File: config.mk
export PLATFORM = sky130hd
export DESIGN_NAME = fde_fifo
export DESIGN_NICKNAME = d
export VERILOG_FILES = /design/src/fde_pkg.sv /design/src/fde_fifo.sv
export SDC_FILE = /design/constraint.sdc
export NUM_CORES = 1
export LEC_CHECK = 0
export BUFFER_PORTS_ARGS = -buffer_cell sky130_fd_sc_hd__buf_2
export CORE_MARGIN = 8
export CORE_UTILIZATION = 55
export DETAILED_ROUTE_END_ITERATION = 8
export GPL_ROUTABILITY_DRIVEN = 0
export MAX_ROUTING_LAYER = met4
export PLACE_DENSITY = 0.77
export SLEW_MARGIN = 10
export SYNTH_ARGS = -nofsm -noshare
export SYNTH_HDL_FRONTEND = slang
export SYNTH_SLANG_ARGS = --single-unit
File: constraint.sdc
create_clock -name clock -period 3.8 [get_ports clock]
set_input_delay 0.95 -clock clock [delete_from_list [all_inputs] [get_ports clock]]
set_output_delay 0.95 -clock clock [all_outputs]
set_load 0.005 [all_outputs]
File: src/fde_pkg.sv
package fde_pkg;

   localparam int DefDelayDepth = 1024;
   localparam int DefSampleBits = 24;
   localparam int DefSineTableBits = 10;
   localparam int QueueDepth = 4;

   // sine ROM entries are Q1.15, -32768..32768
   localparam int SineBits = 17;
   // delay product: offset (Q9.8) times 1+s (Q1.15)
   localparam int OffsetBits = 17;
   localparam int ProdBits = OffsetBits + SineBits;
   localparam int ProdShift = 23;
   localparam int CeilBits = ProdBits + 1 - ProdShift;

   localparam longint C1 = 421657428;
   localparam longint C3 = -173399667;
   localparam longint C5 = 21392326;
   localparam longint C7 = -1256749;
   localparam longint C9 = 43068;

   typedef enum logic [1:0] {
      RegEnable      = 2'd0,
      RegPhaseStep   = 2'd1,
      RegLfoPeriod   = 2'd2,
      RegDelayOffset = 2'd3
   } reg_index_type;

   typedef struct packed {
      logic        effect_enable;
      logic [23:0] phase_step;
      logic [23:0] lfo_period;
      logic [16:0] delay_offset;
   } cfg_type;

   localparam cfg_type CfgReset = '{
      effect_enable: 1'b1,
      phase_step:    24'd80531,
      lfo_period:    24'd53333,
      delay_offset:  17'd61440
   };

   // full-wave sine, quadrant folded odd polynomial, Q28 coefficients
   function automatic logic signed [SineBits-1:0] sine_entry(int unsigned addr,
                                                            int unsigned tbits);
      int unsigned qbits;
      int unsigned quarter;
      int unsigned quad;
      int unsigned r;
      int unsigned ang;
      longint      t;
      longint      t2;
      longint      acc;
      longint      y;
      qbits   = tbits - 2;
      quarter = 1 << qbits;
      quad    = (addr >> qbits) & 3;
      r       = addr & (quarter - 1);
      ang     = ((quad & 1) != 0) ? (quarter - r) : r;
      t       = longint'(ang) << (16 - qbits);
      t2      = (t * t) / 65536;
      acc     = C9;
      acc     = C7 + (acc * t2) / 65536;
      acc     = C5 + (acc * t2) / 65536;
      acc     = C3 + (acc * t2) / 65536;
      acc     = C1 + (acc * t2) / 65536;
      y       = (acc * t) / 65536;
      if (y < 0) y = 0;
      y = (y + 4096) / 8192;
      if (y > 32768) y = 32768;
      if ((quad & 2) != 0) y = -y;
      return SineBits'(y);
   endfunction

endpackage

File: src/fde_fifo.sv
module fde_fifo #(
   parameter int Width = 8
) (
   input  logic             clock,
   input  logic             reset,
   input  logic             push,
   input  logic [Width-1:0] push_item,
   output logic             full,
   input  logic             pop,
   output logic             empty,
   output logic [Width-1:0] pop_item
);
   import fde_pkg::*;

   localparam int PtrW = $clog2(QueueDepth);
   localparam int CntW = PtrW + 1;

   logic [Width-1:0] slot_ff [QueueDepth];
   logic [PtrW-1:0]  wr_ptr_ff;
   logic [PtrW-1:0]  rd_ptr_ff;
   logic [CntW-1:0]  cnt_ff;
   logic [PtrW-1:0]  wr_ptr_in;
   logic [PtrW-1:0]  rd_ptr_in;
   logic [CntW-1:0]  cnt_in;

   assign full     = (cnt_ff == CntW'(QueueDepth));
   assign empty    = (cnt_ff == '0);
   assign pop_item = slot_ff[rd_ptr_ff];

   always_comb begin
      wr_ptr_in = (wr_ptr_ff == PtrW'(QueueDepth - 1)) ? '0 : wr_ptr_ff + 1'b1;
      rd_ptr_in = (rd_ptr_ff == PtrW'(QueueDepth - 1)) ? '0 : rd_ptr_ff + 1'b1;
      cnt_in    = cnt_ff;
      if (push && !pop) begin
         cnt_in = cnt_ff + 1'b1;
      end else if (pop && !push) begin
         cnt_in = cnt_ff - 1'b1;
      end
   end

   always_ff @(posedge clock) begin
      if (reset) begin
         wr_ptr_ff <= '0;
         rd_ptr_ff <= '0;
         cnt_ff    <= '0;
      end else begin
         if (push) wr_ptr_ff <= wr_ptr_in;
         if (pop) rd_ptr_ff <= rd_ptr_in;
         cnt_ff <= cnt_in;
      end
   end

   always_ff @(posedge clock) begin
      if (push) begin
         slot_ff[wr_ptr_ff] <= push_item;
      end
   end

endmodule

==> flow_summary.ini, run 1 <==
[cells_and_area]
diodes = 0
nFillCells = 209
num-nets-final = 131
multiInputGateArea_um2 = 425
layout_common_cells = edfxtp_1, buf_2, dfxtp_1, mux4_2, nor2_1
final_common_cell = edfxtp_1
syn2layout_area_growth_pct = 11.1
seqCellArea_um2 = 1140
final_layout_size_suffix_gt1_share_pct = 31.0

[detailed_routing]
wl_per_cell_um = 16.6
ant_nets = 0
routed_wl_um = 2390
drc = 0
avgViaCountPerCell = 5.47
drt-initial-drc-count = 31
first_pass_iters = 4
vias = 787

[setup_path]
cp.arrival_ps = 1740
required_ps = 2850
start_kind = flip-flop
crit_fanout = 8
critPathKind = flip-flop to primary output
cp-end-kind = primary output

[yosys]
syn_avg_cell_area_um2 = 18.6
ys_warn_count = 0
netlist_area_um2 = 1600
synth.largest_area_cell = edfxtp_1
synth_top_area_share_pct = 60.1
synth_cells = 86
synth_cell_types = 17
yosys-top-cells-area = edfxtp_1, dfxtp_1, mux4_2, ha_1, mux2i_1
mappedNetlistNets = 105
ys_seq_area_share_pct = 71.4
ys_seq_elements = 41

[floorplan]
die_w_um = 69.9
start_util_pct = 57.9
core_area_um2 = 2760
io_pins = 22
die_area_um2 = 4890
fp.dieH_um = 69.9
fp-row-count = 19

[global_route]
grt_max_degree = 13
grt_pass1_vias = 834
grtUsageTotal_pct = 10.6
grt_pass1_wl_um = 3880
gr-total-overflow = 0
antenna_found_initial = 0

[power_and_ir_drop]
power_density_nw_per_um2 = 460
power_leakage_nw = 0.663
ir_worst_vdd_mv = 0.306
p_int_mw = 0.631
p_comb_share_pct = 11.1
p_switching_mw = 0.186
swShare_pct = 22.7
pwr-share-clk_pct = 24.1
seq_power_share_pct = 64.8

[hold_path]
hold_path_class = flip-flop to flip-flop

[timing]
finalCritPeriodShare_pct = 70.8
tightest_slew_ps = 549
rsz0062_at_grt = no
fin_ws_ps = 1110
fmax_mhz = 372
setup_viol_count_final = 0
slew_violations = 0
period_minus_slack_ps = 2690
slew_headroom_pct = 63.3
tns_ps = 0
finClkSkew_ps = 15.9
hold_viol = 0

[clock_network]
ctsLongestPathBuffers = 2
cts.repair.resized = 0
cts_hold_buf = 0
cts_buffers = 5
ctsHtreeMaxLevel = 2
cts_root_buffer = clkbuf_4
cts_tree = done
clock_latency_ps = 340
post_cts_buffers = 0
clkSinkCount = 41
clkTransAtPathRegs_ps = 110

[placement]
place_hpwl_um = 1720
place_ws_ps = 1330
port_buffers = 21

[run_status]
outcome = complete, no violations

[run]
max-cap-violations = 0
==> metrics by stage <==
step                      instances  power (mW)  instance area, um2  util (%)  hold WS (ps)
after floorplan                  86       0.593                1600         -           460
after global placement          136       0.628                1730      62.6           483
after detailed placement        136       0.633                1730      62.6           514
after CTS                       144       0.826                1780      64.4           532
after global routing            144       0.855                1780      64.4           553
final                           144       0.817                1780      64.4           524
==> routing by layer <==
layer	vias up	global-route usage, %	wire, um
met3	5	4.24	109
met4	0	5.80	47
met5	-	-	0
met1	388	11.2	1080
li1	375	-	-
met2	19	16.5	1140
==> kinds of logic (layout without fill, tap and decap cells) <==
kind of cell	after synthesis	after routing	synth area share (%)
fa+ha+maj	7	7	5.95
xor+xnor	2	2	1.10
flops	41	41	71.4
mux	12	12	13.8
simple gates	15	15	4.85
compound gates	3	3	0.939
buf+inv	6	33	1.96
==> registers in the layout (all words and copies together), names as in the netlist, named ones only <==
name       flops
slot_ff       32
wr_ptr_ff      2
rd_ptr_ff      2
cnt_ff         3
==> Yosys cell counts <==
| master | instances |
|---|---|
| xor2_1 | 2 |
| buf_6 | 1 |
| fa_1 | 1 |
| inv_1 | 4 |
| edfxtp_1 | 32 |
| and2_1 | 4 |
| mux2i_1 | 4 |
| mux4_2 | 8 |
| dfxtp_1 | 9 |
| nor3_1 | 1 |
| clkbuf_2 | 1 |
| or3_1 | 1 |
| nor2_1 | 7 |
| nor3b_1 | 2 |
| ha_1 | 6 |
| o21ai_0 | 1 |
| a21oi_1 | 2 |
==> final cells by class <==
cell class	count	area share [%]
repair buffers	21	5.92
clock buffers	7	2.54
well taps	31	2.18
flip-flops and latches	41	64.3
multi-input cells	39	24.0
inverters	4	0.846
clock inverters	1	0.282
==> path summary, 6_finish.rpt <==
kind,from,to,slack (ps),cells after the start
min,cnt_ff[2],cnt_ff[2],520,2
max reg2reg,cnt_ff[0],cnt_ff[2],2320,4
min reg2reg,cnt_ff[2],cnt_ff[2],520,2
max,flip-flop,pop_item[7],1110,2
==> worst max-delay path, stage by stage, from the launching register on <==
cell,delay (ps)
dfxtp_1,680
mux4_2,570
buf_2,140
==> power by group through the flow <==
stage / logic (mW) / clock network (mW) / registers [mW]
after floorplan: 0.0633 / 0 / 0.530
after global placement: 0.0902 / 0 / 0.538
after detailed placement: 0.0925 / 0 / 0.540
after CTS: 0.0931 / 0.203 / 0.530
after global routing: 0.103 / 0.219 / 0.534
final: 0.0907 / 0.197 / 0.529
Note: power is estimated with default switching activity, not from simulation.
==> run 2: changes to the inputs <==
--- a/config.mk
+++ b/config.mk
@@ -7,11 +7,11 @@
 export LEC_CHECK = 0
 export BUFFER_PORTS_ARGS = -buffer_cell sky130_fd_sc_hd__buf_2
 export CORE_MARGIN = 8
-export CORE_UTILIZATION = 55
+export CORE_UTILIZATION = 50
 export DETAILED_ROUTE_END_ITERATION = 8
 export GPL_ROUTABILITY_DRIVEN = 0
 export MAX_ROUTING_LAYER = met4
-export PLACE_DENSITY = 0.77
+export PLACE_DENSITY = 0.74
 export SLEW_MARGIN = 10
 export SYNTH_ARGS = -nofsm -noshare
 export SYNTH_HDL_FRONTEND = slang
==> constraint.sdc (replaced) <==
create_clock -name clock -period 2.3 [get_ports clock]
set_input_delay 0.575 -clock clock [delete_from_list [all_inputs] [get_ports clock]]
set_output_delay 0.575 -clock clock [all_outputs]
set_load 0.005 [all_outputs]
==> flow_summary.ini, run 2 (synthesis gave the netlist of run 1 again) <==
[detailed_routing]
vias = 792
routed_wl_um = 2540
drt-initial-drc-count = 85
drc = 0
wl_per_cell_um = 16.0
ant_nets = 0
avgViaCountPerCell = 5.01
first_pass_iters = 4

[cells_and_area]
top_register = slot_ff
fin_area_um2 = 1800
layout_common_cells = edfxtp_1, buf_2, dfxtp_1, mux4_2, nor2_1
utilization_pct = 58.9
diodes = 0
finalNonFillerCells = 158
final_common_cell = edfxtp_1
num-nets-final = 132
largest_register_ffs = 32
final_layout_size_suffix_gt1_share_pct = 31.6
syn2layout_area_growth_pct = 12.6
reg.largest.list = slot_ff: 32 flops, cnt_ff: 3 flops

[timing]
whs_ps = 435
rsz0062_at_grt = no
slew_headroom_pct = 70.6
hold_viol = 0
fmax_mhz = 472
finClkSkew_ps = 10.5
tightest_slew_ps = 440
slew_violations = 0
setup_viol_count_final = 0
fin_ws_ps = 182
finalCritPeriodShare_pct = 92.1
tns_ps = 0
period_minus_slack_ps = 2120

[floorplan]
start_util_pct = 52.3
die_w_um = 72.5
core_area_um2 = 3050
fp.dieH_um = 72.5
io_pins = 22
fp-row-count = 20
die_area_um2 = 5260

[clock_network]
cts_tree = done
clkTransAtPathRegs_ps = 110
clock_latency_ps = 350
ctsHtreeMaxLevel = 2
post_cts_buffers = 0
cts_hold_buf = 0
cts_root_buffer = clkbuf_4
cts.repair.resized = 0
cts_buffers = 5
clkSinkCount = 41
ctsLongestPathBuffers = 2

[placement]
place_area_um2 = 1750
dp_cells = 150
port_buffers = 21
place_hpwl_um = 1750
place_ws_ps = 240

[global_route]
antenna_found_initial = 0
grt_pass1_wl_um = 4200
grtUsageTotal_pct = 11.5
gr-total-overflow = 0
grt_max_degree = 13
grt_pass1_vias = 872

[hold_path]
min_path_cells = 1
hold_start = push_item[4]
hold_path_class = primary input to flip-flop
hold_end = slot_ff[2][4]

[setup_path]
required_ps = 1730
r2r_slack_ps = 830
r2r_cells = 4
start_kind = flip-flop
worstReg2RegEnd = cnt_ff[2]
critPathKind = flip-flop to primary output
r2r_start = cnt_ff[0]
cpMaxStageDelayCell = mux4_2
crit_fanout = 8
cp.arrival_ps = 1540
crit_chain = buf_4, mux4_2, buf_2
critPathMaxStageDelay_ps = 530
cp-end-kind = primary output

[power_and_ir_drop]
power_density_nw_per_um2 = 753
ir_worst_vdd_mv = 0.392
power_leakage_nw = 0.669
power_mw = 1.35

[run_status]
outcome = complete, no violations

[run]
max-cap-violations = 0
-- run 2: cell types whose count changed in the layout (fill, tap and decap cells not counted) --
cell / before / now
buf_4: 0 / 1
clkbuf_1: 2 / 0
clkinv_1: 0 / 2
-- run 2: worst max-delay path, delay by kind of cell, from the launching register on --
| kind | cells | cell delay [ps] |
|---|---|---|
| mux | 1 | 530 |
| buf+inv | 2 | 340 |
| flops | 1 | 320 |
-- run 2: area by class of cell --
class                      count  area, um2
clock buffer                   5       37.5
clock inverter                 3       12.5
fill                         269       1250
inverter                       4       15.0
multi-input combinational     39        425
sequential                    41       1140
tap                           44       55.1
timing repair buffer          22        113
-- run 2: how the worst max path moves through the flow --
stage	to	startpoint	depth (start not counted)	slack, ps
2_1_floorplan	cnt_ff[2]	pop	7	460
3_3_place_gp	cnt_ff[2]	pop	8	310
3_5_place_dp	cnt_ff[2]	pop	8	240
4_1_cts	pop_item[7]	flip-flop	3	150
5_1_grt	pop_item[6]	flip-flop	3	90
6_report	pop_item[7]	flip-flop	3	180
-- run 2: metal layers --
layer | wire length, um | track usage (%) | up-vias
met5 | 0 | - | -
met3 | 115 | 3.58 | 8
met1 | 1060 | 11.8 | 380
met2 | 1280 | 18.4 | 23
met4 | 78 | 8.00 | 0
li1 | - | - | 381
-- run 2: power breakdown --
group	switching (mW)	internal (mW)	total [mW]
logic	0.0760	0.0842	0.160
registers	0.0261	0.842	0.868
clock network	0.216	0.111	0.326
total	0.318	1.04	1.35
