### src/fde_pkg.sv
package fde_pkg;

   localparam int DefDelayDepth = 1024;
   localparam int DefSampleBits = 24;
   localparam int DefSineTableBits = 10;
   localparam int QueueDepth = 4;

   // sine ROM entries are Q1.15, -32768..32768
   localparam int SineBits = 17;
   // delay product: offset (Q9.8) times 1+s (Q1.15)
   localparam int OffsetBits = 17;
   localparam int ProdBits = OffsetBits + SineBits;
   localparam int ProdShift = 23;
   localparam int CeilBits = ProdBits + 1 - ProdShift;

   localparam longint C1 = 421657428;
   localparam longint C3 = -173399667;
   localparam longint C5 = 21392326;
   localparam longint C7 = -1256749;
   localparam longint C9 = 43068;

   typedef enum logic [1:0] {
      RegEnable      = 2'd0,
      RegPhaseStep   = 2'd1,
      RegLfoPeriod   = 2'd2,
      RegDelayOffset = 2'd3
   } reg_index_type;

   typedef struct packed {
      logic        effect_enable;
      logic [23:0] phase_step;
      logic [23:0] lfo_period;
      logic [16:0] delay_offset;
   } cfg_type;

   localparam cfg_type CfgReset = '{
      effect_enable: 1'b1,
      phase_step:    24'd80531,
      lfo_period:    24'd53333,
      delay_offset:  17'd61440
   };

   // full-wave sine, quadrant folded odd polynomial, Q28 coefficients
   function automatic logic signed [SineBits-1:0] sine_entry(int unsigned addr,
                                                            int unsigned tbits);
      int unsigned qbits;
      int unsigned quarter;
      int unsigned quad;
      int unsigned r;
      int unsigned ang;
      longint      t;
      longint      t2;
      longint      acc;
      longint      y;
      qbits   = tbits - 2;
      quarter = 1 << qbits;
      quad    = (addr >> qbits) & 3;
      r       = addr & (quarter - 1);
      ang     = ((quad & 1) != 0) ? (quarter - r) : r;
      t       = longint'(ang) << (16 - qbits);
      t2      = (t * t) / 65536;
      acc     = C9;
      acc     = C7 + (acc * t2) / 65536;
      acc     = C5 + (acc * t2) / 65536;
      acc     = C3 + (acc * t2) / 65536;
      acc     = C1 + (acc * t2) / 65536;
      y       = (acc * t) / 65536;
      if (y < 0) y = 0;
      y = (y + 4096) / 8192;
      if (y > 32768) y = 32768;
      if ((quad & 2) != 0) y = -y;
      return SineBits'(y);
   endfunction

endpackage

### src/fde_front.sv
module fde_front #(
   parameter int DelayDepth    = fde_pkg::DefDelayDepth,
   parameter int SampleBits    = fde_pkg::DefSampleBits,
   parameter int SineTableBits = fde_pkg::DefSineTableBits,
   localparam int AddrW        = $clog2(DelayDepth),
   localparam int ItemW        = SampleBits + 1 + SineTableBits + AddrW
) (
   input  logic                  clock,
   input  logic                  reset,
   input  fde_pkg::cfg_type      cfg,
   input  logic                  req_valid,
   output logic                  req_stall,
   input  logic [SampleBits-1:0] req_sample_in,
   input  logic                  q_full,
   input  logic                  clr_busy,
   output logic                  push,
   output logic [ItemW-1:0]      push_item
);
   import fde_pkg::*;

   logic [AddrW-1:0] widx_ff;
   logic [31:0]      phase_ff;
   logic [23:0]      count_ff;
   logic [AddrW-1:0] widx_in;
   logic [31:0]      phase_in;
   logic [23:0]      count_in;
   logic [31:0]      phase_adv;
   logic [23:0]      count_adv;
   logic             accept;

   assign req_stall = q_full || clr_busy;
   assign accept    = req_valid && !req_stall;

   always_comb begin
      phase_adv = phase_ff + 32'(cfg.phase_step);
      count_adv = count_ff + 24'd1;
      if (count_adv >= cfg.lfo_period) begin
         phase_in = '0;
         count_in = '0;
      end else begin
         phase_in = phase_adv;
         count_in = count_adv;
      end
      widx_in = (widx_ff == AddrW'(DelayDepth - 1)) ? '0 : widx_ff + 1'b1;
   end

   always_ff @(posedge clock) begin
      if (reset) begin
         widx_ff  <= '0;
         phase_ff <= '0;
         count_ff <= '0;
      end else if (accept && cfg.effect_enable) begin
         widx_ff  <= widx_in;
         phase_ff <= phase_in;
         count_ff <= count_in;
      end
   end

   assign push      = accept;
   assign push_item = {req_sample_in, cfg.effect_enable,
                       phase_in[31 -: SineTableBits], widx_ff};

endmodule

### config.mk
export PLATFORM = sky130hd
export DESIGN_NAME = fde_front
export DESIGN_NICKNAME = d
export VERILOG_FILES = /design/src/fde_pkg.sv /design/src/fde_front.sv
export SDC_FILE = /design/constraint.sdc
export NUM_CORES = 1
export LEC_CHECK = 0
export ABC_CLOCK_PERIOD_IN_PS = 9300
export BUFFER_PORTS_ARGS = -buffer_cell sky130_fd_sc_hd__buf_2
export CORE_ASPECT_RATIO = 2
export CORE_MARGIN = 1
export CORE_UTILIZATION = 45
export CTS_BUF_LIST = sky130_fd_sc_hd__clkbuf_4 sky130_fd_sc_hd__clkbuf_8
export DETAILED_ROUTE_END_ITERATION = 10
export HOLD_SLACK_MARGIN = 0.1
export PLACE_DENSITY = 0.81
export SYNTH_ARGS = -nofsm -noshare
export SYNTH_HDL_FRONTEND = slang
export SYNTH_SLANG_ARGS = --single-unit
### constraint.sdc
create_clock -name clock -period 9.3 [get_ports clock]
set_clock_uncertainty 0.15 [all_clocks]
set_input_delay 0.93 -clock clock [delete_from_list [all_inputs] [get_ports clock]]
set_output_delay 0.93 -clock clock [all_outputs]
set_load 0.02 [all_outputs]
==> metrics.csv, run 1 <==
metric,value,unit
drive_gt1_frac,0.148,
clkLatencyLatePin,350,ps
share_of_the_yosys_chip_area_belonging_to_registers,0.250,
final_common_cell,sky130_fd_sc_hd__buf_2,
timing.rr.start,count_ff[0],
tightestPinTransition,1060,ps
synth_async_sr_flop_share,0,
r2r_slack,4360,ps
crit_path_start,count_ff[0],
fin_worst_hold_slack,301,ps
clock_period_minus_final_worst_setup_slack,5630,ps
synth-warning-count,0,
finalHoldViolCount,0,
synth_top_family_by_area,simple AND/OR/NAND/NOR gates,
initial_antenna_violation_count,0,
post-cts-setup-buffer-count,0,
fp.dieH,155,um
cts.hold.buffers_added,0,
fin_total_pwr,0.000634,W
cts_buffer_depth,2,
synthAdderAreaFrac,0.122,
dp_hpwl,9.17,mm
totalWireLength,12.6,mm
synthCells,697,
drt-pass1-iter-count,6,
cts_buffers,9,
power_per_cell_area,111,nW/um2
gp_congestion,0.914,
synthesis.area_per_instance,7.58,um2
nets,870,
setup_total_negative_slack,0,ps
cellLeakagePower,2.56,nW
finalCritPeriodShare,0.605,
holdPathStages,2,
max-cap-violations,0,
floorplan.rows,55,
r2r-end,count_ff[7],
fmax,178,MHz
post_drt_via_cell_ratio,5.62,
clkTransAtPathRegs,70,ps
route.detailed.drc,0,
antenna-diode-count,0,
maximum_number_of_pins_on_one_net_before_global_route_repair,67,
synthesis_stage_register_bit_count,66,
post_cts_resized,0,
synth_compound_gate_area_share,0.210,
grt_setup_unrepaired,false,
port_buffers,76,
most-common-layout-cells,"sky130_fd_sc_hd__buf_2 (76), sky130_fd_sc_hd__a21oi_1 (72), sky130_fd_sc_hd__nor2_1 (72)",
worst_path_class_setup,flip-flop to primary output,
cts.sinks,66,
syn_area,5290,um2
grt_pass1_vias,4818,
synth.area.mux_share,0.00189,
tritoncts,yes,
post_synth_xor_area_fraction,0.0945,
floorplan.io_pins,142,
critPathArrivalTime,4550,ps
root_buffer,sky130_fd_sc_hd__clkbuf_8,
worst_hold_startpoint,count_ff[19],
drt_iter0_drc,259,
finalSetupViolations,0,
crit_fanout,52,
floorplan.die.width,78.6,um
area.growth.synth_to_final,7.79,%
outcome,"complete, no violations",
overflow,0,
syn-num-nets,843,
wl_per_cell,14.5,um
critical_path.startpoint_type,flip-flop,
timing.slew.headroom,0.293,
synth_flop_cell,sky130_fd_sc_hd__dfxtp_1,
cp.required,8220,ps
die_area,12200,um2
synth_edf_count,0,
grt_usage,0.219,
grt_first_pass_wirelength,21.2,mm
core,11400,um2
num_vias,4896,
detail-route-antenna-nets,0,
ir_worst_vdd,73.4,uV
floorplan.initialDensity,0.465,
worst_hold_path_type,flip-flop to flip-flop,
cts_max_level,3,
min_delay_worst_endpoint,count_ff[19],
post_synth_and_or_nand_nor_area_fraction,0.223,
worst_r2r_path_depth,15,
post-route-util,0.502,
number_of_pins_with_negative_max_slew_slack_in_the_final_report,0,
synthDistinctLibCells,55,
critPathCaptureType,primary output,
[routing by layer]
metal	vias to the layer above	part of all wire	global-route usage
li1	2472	-	-
met1	2289	0.38	0.216
met2	90	0.55	0.417
met3	45	0.031	0.0340
met4	0	0.041	0.124
met5	-	0	0
[layout make-up]
cell class / instances / area (um2)
fill: 1140 / 5660
timing repair buffer: 79 / 403
multi-input combinational: 531 / 3450
clock inverter: 2 / 35.0
clock buffer: 14 / 174
tap: 142 / 178
sequential: 66 / 1320
inverter: 37 / 139
[state kept, by name, summed over array words and instances (netlist names)]
name / cells
phase_ff: 32
count_ff: 24
widx_ff: 10
[cells in the mapped netlist, drive strengths merged, types with 5 or more instances]
| cell type | n | area [um2] |
|---|---|---|
| nand2 | 60 | 225 |
| nor3 | 17 | 85.1 |
| and2 | 6 | 37.5 |
| nor2 | 73 | 274 |
| a21o | 15 | 113 |
| o21ai | 34 | 174 |
| a31oi | 8 | 56.3 |
| nand4 | 15 | 93.8 |
| xor2 | 29 | 254 |
| a22oi | 7 | 52.6 |
| o211ai | 6 | 50.1 |
| nand2b | 7 | 51.3 |
| a21oi | 72 | 360 |
| nand3b | 10 | 75.1 |
| dfxtp | 66 | 1320 |
| inv | 37 | 139 |
| or3 | 12 | 75.1 |
| buf | 42 | 304 |
| clkbuf | 21 | 78.8 |
| nand3 | 25 | 125 |
| nor2b | 5 | 31.3 |
| o31ai | 5 | 42.5 |
| ha | 50 | 626 |
| and3 | 5 | 31.3 |
| xnor2 | 28 | 245 |
[metrics by stage]
step	instances	instance area, um2	setup slack, ps
2_1_floorplan	697	5290	4730
3_3_place_gp	855	5490	4060
3_5_place_dp	855	5490	4010
4_1_cts	871	5700	3590
5_1_grt	871	5700	3240
6_report	871	5700	3670
[report_power, final]
part	internal, W	switching (W)
combinational	0.0000350	0.0000527
sequential	0.000286	0.00000298
clock	0.000147	0.000110
[worst max path at each step]
| stage | slack, ps | end | cells after the start |
|---|---|---|---|
| finish | 3670 | push_item[18] | 14 |
| global route | 3240 | push_item[18] | 14 |
| CTS | 3590 | push_item[18] | 14 |
| detailed placement | 4010 | push_item[18] | 14 |
| global placement | 4060 | push_item[17] | 14 |
| floorplan | 4730 | push_item[11] | 17 |
[cell families after synthesis]
logic type | Yosys count
multiplexers | 1
flip-flops | 66
buffers and inverters | 100
AND/OR/NAND/NOR | 245
adder cells (fa/ha/maj) | 51
XOR/XNOR | 57
AO/OA/AOI/OAI | 177
[critical path, cell delays in order (launching register included)]
cell	delay [ps]
sky130_fd_sc_hd__dfxtp_1	410
sky130_fd_sc_hd__nand3_1	230
sky130_fd_sc_hd__nor2_1	350
sky130_fd_sc_hd__nand3_1	300
sky130_fd_sc_hd__nor2_1	340
sky130_fd_sc_hd__nand3_1	150
sky130_fd_sc_hd__xnor2_1	160
sky130_fd_sc_hd__ha_1	310
sky130_fd_sc_hd__nand4_1	150
sky130_fd_sc_hd__nor4_1	550
sky130_fd_sc_hd__a221oi_1	190
sky130_fd_sc_hd__o211ai_1	140
sky130_fd_sc_hd__a31o_4	540
sky130_fd_sc_hd__nor2_1	150
sky130_fd_sc_hd__buf_2	200
Note: power is estimated with default switching activity, not from simulation.
==> run 2, diff against run 1 <==
--- a/config.mk
+++ b/config.mk
@@ -5,7 +5,7 @@
 export SDC_FILE = /design/constraint.sdc
 export NUM_CORES = 1
 export LEC_CHECK = 0
-export ABC_CLOCK_PERIOD_IN_PS = 9300
+export ABC_CLOCK_PERIOD_IN_PS = 5500
 export BUFFER_PORTS_ARGS = -buffer_cell sky130_fd_sc_hd__buf_2
 export CORE_ASPECT_RATIO = 2
 export CORE_MARGIN = 1
==> constraint.sdc (replaced) <==
create_clock -name clock -period 5.5 [get_ports clock]
set_clock_uncertainty 0.15 [all_clocks]
set_input_delay 0.55 -clock clock [delete_from_list [all_inputs] [get_ports clock]]
set_output_delay 0.55 -clock clock [all_outputs]
set_load 0.02 [all_outputs]
==> run 2 against run 1 <==
Sequential power grew 69%. Worst hold slack improved by 1.2 ps. Utilization is 0.30 points higher. Combinational power increased by 70%. Routed wire length up 1.1%. Highest routed layer unchanged.
==> metrics.csv, run 2 (synthesized netlist as in run 1, its figures left out) <==
metric,value,unit
maximum_number_of_pins_on_one_net_before_global_route_repair,48,
floorplan.initialDensity,0.465,
cp.required,4800,ps
floorplan.die.width,78.6,um
critPathArrivalTime,4270,ps
cts_max_level,3,
final_common_cell,sky130_fd_sc_hd__buf_2,
floorplan.rows,55,
grt_usage,0.219,
timing.critical_path.cells,"nand3_1, nor2_1, nand3_1, nor2_1, nand3_1, xnor2_1, ha_1, nand4_1, nor4_1, a221oi_1, o211ai_1, a31o_4, nor2_1, buf_2",
crit_fanout,38,
worst_hold_path_type,flip-flop to flip-flop,
max-cap-violations,0,
power_per_cell_area,193,nW/um2
drive_gt1_frac,0.150,
clkTransAtPathRegs,80,ps
drt_iter0_drc,221,
cellLeakagePower,2.58,nW
core,11400,um2
dp_hpwl,9.67,mm
cts_buffers,9,
grt_setup_unrepaired,false,
timing.critical_path.slowest_stage_cell,sky130_fd_sc_hd__nor4_1,
overflow,0,
clock_period_minus_final_worst_setup_slack,4970,ps
drt-pass1-iter-count,4,
fp.dieH,155,um
setup_total_negative_slack,0,ps
post_cts_resized,0,
ff_latch_area,1320,um2
finalCritPeriodShare,0.904,
critPathBufInv,1,
grt_pass1_vias,4728,
most-common-layout-cells,"sky130_fd_sc_hd__buf_2 (76), sky130_fd_sc_hd__nor2_1 (73), sky130_fd_sc_hd__a21oi_1 (72)",
tightestPinTransition,853,ps
area.growth.synth_to_final,8.43,%
grt_first_pass_wirelength,21.3,mm
post_route_cell_area,5730,um2
detail-route-antenna-nets,0,
placed_cells,858,
largest_registers_in_the_final_layout,"phase_ff: 32 flops, count_ff: 24 flops, widx_ff: 10 flops",
floorplan.io_pins,142,
worst_path_class_setup,flip-flop to primary output,
number_of_pins_with_negative_max_slew_slack_in_the_final_report,0,
gp_congestion,0.922,
route.detailed.drc,0,
initial_antenna_violation_count,0,
ir_worst_vdd,131,uV
nets,873,
register_name_with_the_most_flops,phase_ff,
port_buffers,76,
stdcell_count,874,
finalSetupViolations,0,
cpLargestDelayFamily,simple AND/OR/NAND/NOR gates,
cts_buffer_depth,2,
antenna-diode-count,0,
timing.slew.headroom,0.431,
final.fill_count,1150,
wl_per_cell,14.6,um
cts.hold.buffers_added,0,
post_drt_via_cell_ratio,5.60,
tritoncts,yes,
post-cts-setup-buffer-count,0,
clkLatencyLatePin,350,ps
critical_path.startpoint_type,flip-flop,
outcome,"complete, no violations",
fmax,201,MHz
root_buffer,sky130_fd_sc_hd__clkbuf_8,
totalWireLength,12.8,mm
critPathCaptureType,primary output,
num_vias,4895,
area_used_by_multi_input_combinational_logic,3440,um2
cts.sinks,66,
finalHoldViolCount,0,
die_area,12200,um2
max_stage_delay,480,ps
largest_reg_flops,32,
placement.cell_area,5510,um2
run 2: changes by cell type in the layout (fill, tap and decap cells not counted):
cell | before | now
sky130_fd_sc_hd__bufinv_16 | 1 | 2
sky130_fd_sc_hd__clkinvlp_4 | 0 | 1
sky130_fd_sc_hd__nor2_2 | 1 | 0
sky130_fd_sc_hd__buf_4 | 3 | 6
sky130_fd_sc_hd__clkbuf_4 | 3 | 1
sky130_fd_sc_hd__clkbuf_8 | 11 | 10
sky130_fd_sc_hd__nor2_1 | 72 | 73
sky130_fd_sc_hd__clkinv_2 | 1 | 2
run 2: stage by stage:
stage	hold slack [ps]	util	power (W)	worst slack [ps]
2_1_floorplan	282	-	0.000629	1310
3_3_place_gp	290	0.485	0.000646	943
3_5_place_dp	293	0.485	0.000647	885
4_1_cts	304	0.505	0.00112	485
5_1_grt	321	0.505	0.00115	90.5
6_report	303	0.505	0.00111	526
run 2: cell type report:
type,count,share of cell area
clock buffers,11,0.0253
clock inverters,5,0.0135
inverters,37,0.0242
multi-input cells,531,0.601
flip-flops and latches,66,0.231
well taps,142,0.0310
repair buffers,82,0.0742
run 2: final timing paths:
check,startpoint,end,slack [ps],cells past startpoint
max,count_ff[2],push_item[13],530,14
min,count_ff[19],count_ff[19],300,2
max reg2reg,count_ff[2],count_ff[3],1000,16
min reg2reg,count_ff[19],count_ff[19],300,2
run 2: where the power goes:
part           internal, W  switching (W)
clock             0.000271       0.000198
sequential        0.000484     0.00000526
combinational    0.0000596      0.0000894
total             0.000814       0.000292
run 2: worst min-delay path, cell delays in order (launching register included):
cell and delay [ps]:
sky130_fd_sc_hd__dfxtp_1 310, sky130_fd_sc_hd__nand2_1 50, sky130_fd_sc_hd__a21oi_1 50
run 2: routing by layer:
layer,up-vias,global-route usage,wire length (um)
li1,2474,-,-
met5,-,0,0
met3,21,0.0317,401
met4,0,0.0979,303
met2,104,0.436,7180
met1,2296,0.213,4890
